$ cat src/rtl/skp_pkg.sv
`default_nettype none
// ----------------------------------------------------------------------------
// Skyline rectangle packer package
// Shared field widths, codes, reset values and the command and status
// bundles that join the controller to the datapath.
// ----------------------------------------------------------------------------
package skp_pkg;

   // Field widths
   localparam int DIM_W      = 12;   // block width and height
   localparam int SKY_W      = 13;   // signed skyline entry and row values
   localparam int PWIDTH_W   = 11;   // page_width register
   localparam int PHEIGHT_W  = 12;   // page_height register
   localparam int POSX_W     = 10;
   localparam int POSY_W     = 12;
   localparam int AREA_W     = 24;
   localparam int CSR_DATA_W = 12;   // widest register

   // Operation codes
   localparam logic OP_ADD   = 1'b0;
   localparam logic OP_CLEAR = 1'b1;

   // Register indexes
   localparam logic CSR_PAGE_WIDTH  = 1'b0;
   localparam logic CSR_PAGE_HEIGHT = 1'b1;

   // Reset values of the registers
   localparam logic [PWIDTH_W-1:0]  PAGE_WIDTH_RST  = 11'd1024;
   localparam logic [PHEIGHT_W-1:0] PAGE_HEIGHT_RST = 12'd1024;

   // Skyline markers
   localparam logic signed [SKY_W-1:0] SKY_EMPTY = -13'sd1;
   localparam logic signed [SKY_W-1:0] SKY_NONE  = -13'sd2;

   localparam logic [AREA_W-1:0] AREA_MAX = 24'hFF_FFFF;

   // Read address select for the skyline memory
   typedef enum logic [1:0] {
      RD_X,
      RD_X_NEXT,
      RD_J_NEXT
   } skp_rd_sel_type;

   // Controller to datapath commands
   typedef struct packed {
      logic           load_req;     // capture the request fields
      logic           clear_state;  // reset memo, used height and area
      skp_rd_sel_type rd_sel;
      logic           scan_init;    // start the window scan at column zero
      logic           skip_adv;     // skip one column equal to the last maximum
      logic           win_start;    // open a window at x
      logic           win_step;     // fold one more column into the window
      logic           win_end;      // close the window, keep the lowest maximum
      logic           memo_update;  // remember the failed size
      logic           commit;       // accept placement, form the area product
      logic           area_add;     // accumulate area, saturating
      logic           fill;         // write an empty entry, advance
      logic           wr_block;     // raise one covered column, advance
      logic           rsp_load;     // load the result registers
   } skp_cmd_type;

   // Datapath to controller status
   typedef struct packed {
      logic op_clear;
      logic w_zero;
      logic memo_hit;
      logic fits;
      logic skip_eq;
      logic w_one;
      logic win_last;
      logic found;
      logic too_tall;
      logic write_last;
      logic sweep_last;
   } skp_status_type;

endpackage
`default_nettype wire

$ cat src/rtl/skp_ctrl.sv
`default_nettype none
// ----------------------------------------------------------------------------
// Skyline packer controller
// Sequences the clearing sweep, the window scan, the placement write and
// the result strobe.
// ----------------------------------------------------------------------------
module skp_ctrl import skp_pkg::*; (
   input  wire logic           clock,
   input  wire logic           reset,
   input  wire logic           start,
   input  wire skp_status_type status,
   output skp_cmd_type         cmd,
   output logic                busy,
   output logic                rsp_valid
);

   typedef enum logic [3:0] {
      ST_INIT_SWEEP,
      ST_IDLE,
      ST_CLEAR_SWEEP,
      ST_CHECK,
      ST_SKIP_RD,
      ST_SKIP_EV,
      ST_WIN,
      ST_WIN_END,
      ST_DECIDE,
      ST_ACCUM,
      ST_WRITE,
      ST_FINISH
   } state_type;

   state_type state_ff;
   logic      rsp_valid_ff;
   logic      accept;

   assign busy      = (state_ff != ST_IDLE);
   assign rsp_valid = rsp_valid_ff;
   assign accept    = start && (state_ff == ST_IDLE);

   // Decode commands from the current state
   always_comb begin
      cmd        = '0;
      cmd.rd_sel = RD_X;
      unique case (state_ff)
         ST_INIT_SWEEP: cmd.fill = 1'b1;
         ST_IDLE: begin
            cmd.load_req    = accept;
            cmd.clear_state = accept && status.op_clear;
         end
         ST_CLEAR_SWEEP: cmd.fill = 1'b1;
         ST_CHECK: cmd.scan_init = !status.w_zero && !status.memo_hit;
         ST_SKIP_RD: cmd.rd_sel = RD_X;
         ST_SKIP_EV: begin
            cmd.skip_adv  = status.skip_eq;
            cmd.win_start = !status.skip_eq;
            cmd.rd_sel    = RD_X_NEXT;
         end
         ST_WIN: begin
            cmd.win_step = 1'b1;
            cmd.rd_sel   = RD_J_NEXT;
         end
         ST_WIN_END: cmd.win_end = 1'b1;
         ST_DECIDE: begin
            cmd.memo_update = !status.found || status.too_tall;
            cmd.commit      = status.found && !status.too_tall;
         end
         ST_ACCUM:  cmd.area_add = 1'b1;
         ST_WRITE:  cmd.wr_block = 1'b1;
         ST_FINISH: cmd.rsp_load = 1'b1;
         default:   cmd = '0;
      endcase
   end

   // Hold state and the result strobe
   always_ff @(posedge clock) begin
      if (reset) begin
         state_ff     <= ST_INIT_SWEEP;
         rsp_valid_ff <= 1'b0;
      end else begin
         rsp_valid_ff <= 1'b0;
         unique case (state_ff)
            ST_INIT_SWEEP: begin
               if (status.sweep_last) begin
                  state_ff <= ST_IDLE;
               end
            end
            ST_IDLE: begin
               if (accept) begin
                  state_ff <= status.op_clear ? ST_CLEAR_SWEEP : ST_CHECK;
               end
            end
            ST_CLEAR_SWEEP: begin
               if (status.sweep_last) begin
                  state_ff <= ST_FINISH;
               end
            end
            ST_CHECK: begin
               if (status.w_zero || status.memo_hit) begin
                  state_ff <= ST_FINISH;
               end else begin
                  state_ff <= ST_SKIP_RD;
               end
            end
            ST_SKIP_RD: begin
               state_ff <= status.fits ? ST_SKIP_EV : ST_DECIDE;
            end
            ST_SKIP_EV: begin
               priority if (status.skip_eq) begin
                  state_ff <= ST_SKIP_RD;
               end else if (status.w_one) begin
                  state_ff <= ST_WIN_END;
               end else begin
                  state_ff <= ST_WIN;
               end
            end
            ST_WIN: begin
               if (status.win_last) begin
                  state_ff <= ST_WIN_END;
               end
            end
            ST_WIN_END: state_ff <= ST_SKIP_RD;
            ST_DECIDE: begin
               if (status.found && !status.too_tall) begin
                  state_ff <= ST_ACCUM;
               end else begin
                  state_ff <= ST_FINISH;
               end
            end
            ST_ACCUM: state_ff <= ST_WRITE;
            ST_WRITE: begin
               if (status.write_last) begin
                  state_ff <= ST_FINISH;
               end
            end
            ST_FINISH: begin
               state_ff     <= ST_IDLE;
               rsp_valid_ff <= 1'b1;
            end
            default: state_ff <= ST_IDLE;
         endcase
      end
   end

endmodule
`default_nettype wire

$ cat config.mk
export PLATFORM = sky130hd
export DESIGN_NAME = skp_ctrl
export DESIGN_NICKNAME = d
export VERILOG_FILES = /design/src/rtl/skp_pkg.sv /design/src/rtl/skp_ctrl.sv
export SDC_FILE = /design/constraint.sdc
export NUM_CORES = 1
export LEC_CHECK = 0
export ABC_CLOCK_PERIOD_IN_PS = 1200
export BUFFER_PORTS_ARGS = -buffer_cell sky130_fd_sc_hd__buf_2
export CORE_MARGIN = 3
export CORE_UTILIZATION = 38
export CTS_CLUSTER_SIZE = 24
export DETAILED_ROUTE_END_ITERATION = 6
export HOLD_SLACK_MARGIN = 0.05
export PLACE_DENSITY = 0.8
export SYNTH_ARGS = -nofsm -noshare
export SYNTH_HDL_FRONTEND = slang
export SYNTH_SLANG_ARGS = --single-unit
$ cat constraint.sdc
create_clock -name clock -period 1.2 [get_ports clock]
set_clock_uncertainty 0.1 [all_clocks]
set_input_delay 0.06 -clock clock [delete_from_list [all_inputs] [get_ports clock]]
set_output_delay 0.06 -clock clock [all_outputs]
set_load 0.005 [all_outputs]
==> flow_summary.json <==
{
  "finalCritPeriodShare_pct": 131,
  "drc": 0,
  "grt_pass1_vias": 860,
  "first_pass_iters": 4,
  "dpl.cell_count": 130,
  "synthFlopType": "dfxtp_1",
  "r2r_setup_slack_ns": -0.37,
  "hold_violations": 0,
  "violations": "negative setup slack",
  "fmax_ghz": 0.635,
  "r2r-start": "state_ff[3]",
  "synthToLayoutAreaGrowth_pct": 122,
  "p_leak_nw": 0.577,
  "hold_start": "status[5]",
  "vias": 938,
  "syn_nets": 86,
  "clock-root-buffer": "clkbuf_4",
  "viasPerCell": 6.30,
  "worstPathRequired_ns": 1.25,
  "max-cap-violations": 0,
  "crit_type": "flip-flop to flip-flop",
  "synth_edf_count": 0,
  "numCtsBuffers": 3,
  "maxSlewHeadroom_pct": 81.0,
  "power_density_mw_per_mm2": 1140,
  "async_flop_share_pct": 0,
  "insertion_delay_ns": 0.26,
  "nets": 149,
  "drt_iter0_drc": 44,
  "gr-usage-all-layers_pct": 29.0,
  "routed_wl_um": 3300,
  "grt-ovfl-total": 0,
  "synthCells": 72,
  "whs_path_depth": 3,
  "yosysWarnings": 0,
  "drive_gt1_share_pct": 79.9,
  "cts_buffer_depth": 2,
  "fp.dieH_um": 44.5,
  "whs_ns": 0.101,
  "synth_seq_cells": 5,
  "synthDistinctLibCells": 38,
  "worst_pin_slew_ns": 0.284,
  "rsz0062_at_grt": "yes",
  "nFillCells": 48,
  "mostFrequentLayoutCells": "28 x buf_2, 18 x buf_4, 15 x buf_6, 6 x nor2_4, 4 x nor2_1",
  "setup_viol": 21,
  "die_w_um": 44.5,
  "crit_path_max_fanout": 7,
  "grt_start_max_net_pins": 8,
  "worst_ep_arrival_time_ns": 1.62,
  "outcome": "finished, violations left",
  "hp-class": "primary input to flip-flop",
  "antennaDiodeCount": 0,
  "startpoint_type": "flip-flop",
  "final_common_cell": "buf_2",
  "core_mm2": 0.00135,
  "initial_core_util_pct": 41.7,
  "grt_pass1_wl_um": 4060,
  "ir_drop_uv": 805,
  "syn_area_um2": 563,
  "reg2reg_to": "state_ff[3]",
  "antenna_found_initial": 0,
  "worst_setup_path_end_kind": "flip-flop",
  "dp.final_hpwl_um": 1370,
  "dieArea_mm2": 0.00198,
  "stdcell_count": 149,
  "gp_congestion": 0.870,
  "synth.avg_cell_area_um2": 7.82,
  "cts_tree": "yes",
  "ant_nets": 0,
  "slew_violations": 0,
  "whs_endpoint": "state_ff[0]",
  "wl_per_cell_um": 22.1,
  "synth-seq-area-share_pct": 17.8,
  "ff2ff_path_depth": 5,
  "final.min_clock_period_ns": 1.57,
  "num_rows": 13,
  "htreeDepth": 1,
  "path_clk_slew_ns": 0.05,
  "io_pins": 31,
  "io_buffer_count": 30,
  "fin_ws_ns": -0.375,
  "cts.sink_count": 5
}
[cell usage after synthesis, types with 2 or more instances]
cell type,instances,share of area (%)
nand2_1,3,2.0
buf_4,4,5.3
nor3b_1,3,4.0
o31ai_1,2,2.7
nor2_1,12,8.0
and2_1,2,2.2
o32a_1,2,3.6
dfxtp_1,5,18
nor2b_1,2,2.2
nor3_1,2,1.8
a21oi_1,4,3.6
nand2b_1,5,5.6
[sequential cells by signal (all words and copies together), names as in the netlist]
name       count
rsp_valid      1
state_ff       4
[worst max path at each step]
stage                     start     endpoint  slack [ns]  cells after the start
detailed placement  state_ff[3]  state_ff[0]       -0.23                      5
CTS                 state_ff[0]      cmd[10]       -0.26                      5
global route        state_ff[3]  state_ff[3]       -0.42                      5
floorplan           state_ff[3]  state_ff[0]       -0.14                      4
finish              state_ff[3]  state_ff[3]       -0.37                      5
global placement    state_ff[0]  state_ff[0]       -0.21                      4
[metrics by stage]
stage	setup TNS (ns)	area (µm²)	util, %	power [W]	setup slack, ns
CTS	-3.70	1080	79.9	0.00117	-0.257
global route	-5.71	1250	92.5	0.00148	-0.423
floorplan	-0.347	582	-	0.000581	-0.140
detailed placement	-1.96	847	62.7	0.000803	-0.233
finish	-4.87	1250	92.5	0.00143	-0.375
global placement	-1.52	847	62.7	0.000784	-0.207
[area by class of cell]
type	instances	area (µm²)	share of cell area [%]
flip-flops and latches	5	110	8.82
clock buffers	4	26.3	2.10
inverters	2	11.3	0.902
well taps	15	18.8	1.50
repair buffers	64	479	38.4
multi-input cells	59	603	48.3
[logic make-up after synthesis]
| logic type | after synthesis | share of synthesized area [%] |
|---|---|---|
| flip-flops | 5 | 17.8 |
| AND/OR/NAND/NOR | 39 | 42.4 |
| AO/OA/AOI/OAI | 20 | 30.2 |
| buffers and inverters | 8 | 9.55 |
[repair_timing]
action,CTS,global route
buffers inserted,8,6
pin swaps,16,8
hold buffers,2,0
hold endpoints to repair,4,0
gates resized for setup,33,28
setup endpoints to repair,21,21
[power by group]
group	leakage [nW]	total [W]	internal, W	switching, W
sequential	0.0430	0.000232	0.000194	0.0000379
clock	0.0150	0.000212	0.000127	0.0000854
combinational	0.519	0.000982	0.000504	0.000478
total	0.577	0.00143	0.000824	0.000601
[critical path: stages (launching register included)]
cell	delay, ns
dfxtp_4	0.39
buf_8	0.14
clkinvlp_4	0.15
a221oi_4	0.38
a21oi_2	0.07
o31ai_1	0.24
[routing by layer]
layer  routed length [µm]  global-route usage, %  share of wire, %  up-vias
met5                    0                      0                 0        -
met4                  202                   24.1               6.1        0
met3                  338                   6.50                10       26
met2                 1580                   52.7                48       78
met1                 1180                   26.7                36      445
li1                     -                      -                 -      389
Note: power is estimated with default switching activity, not from simulation.
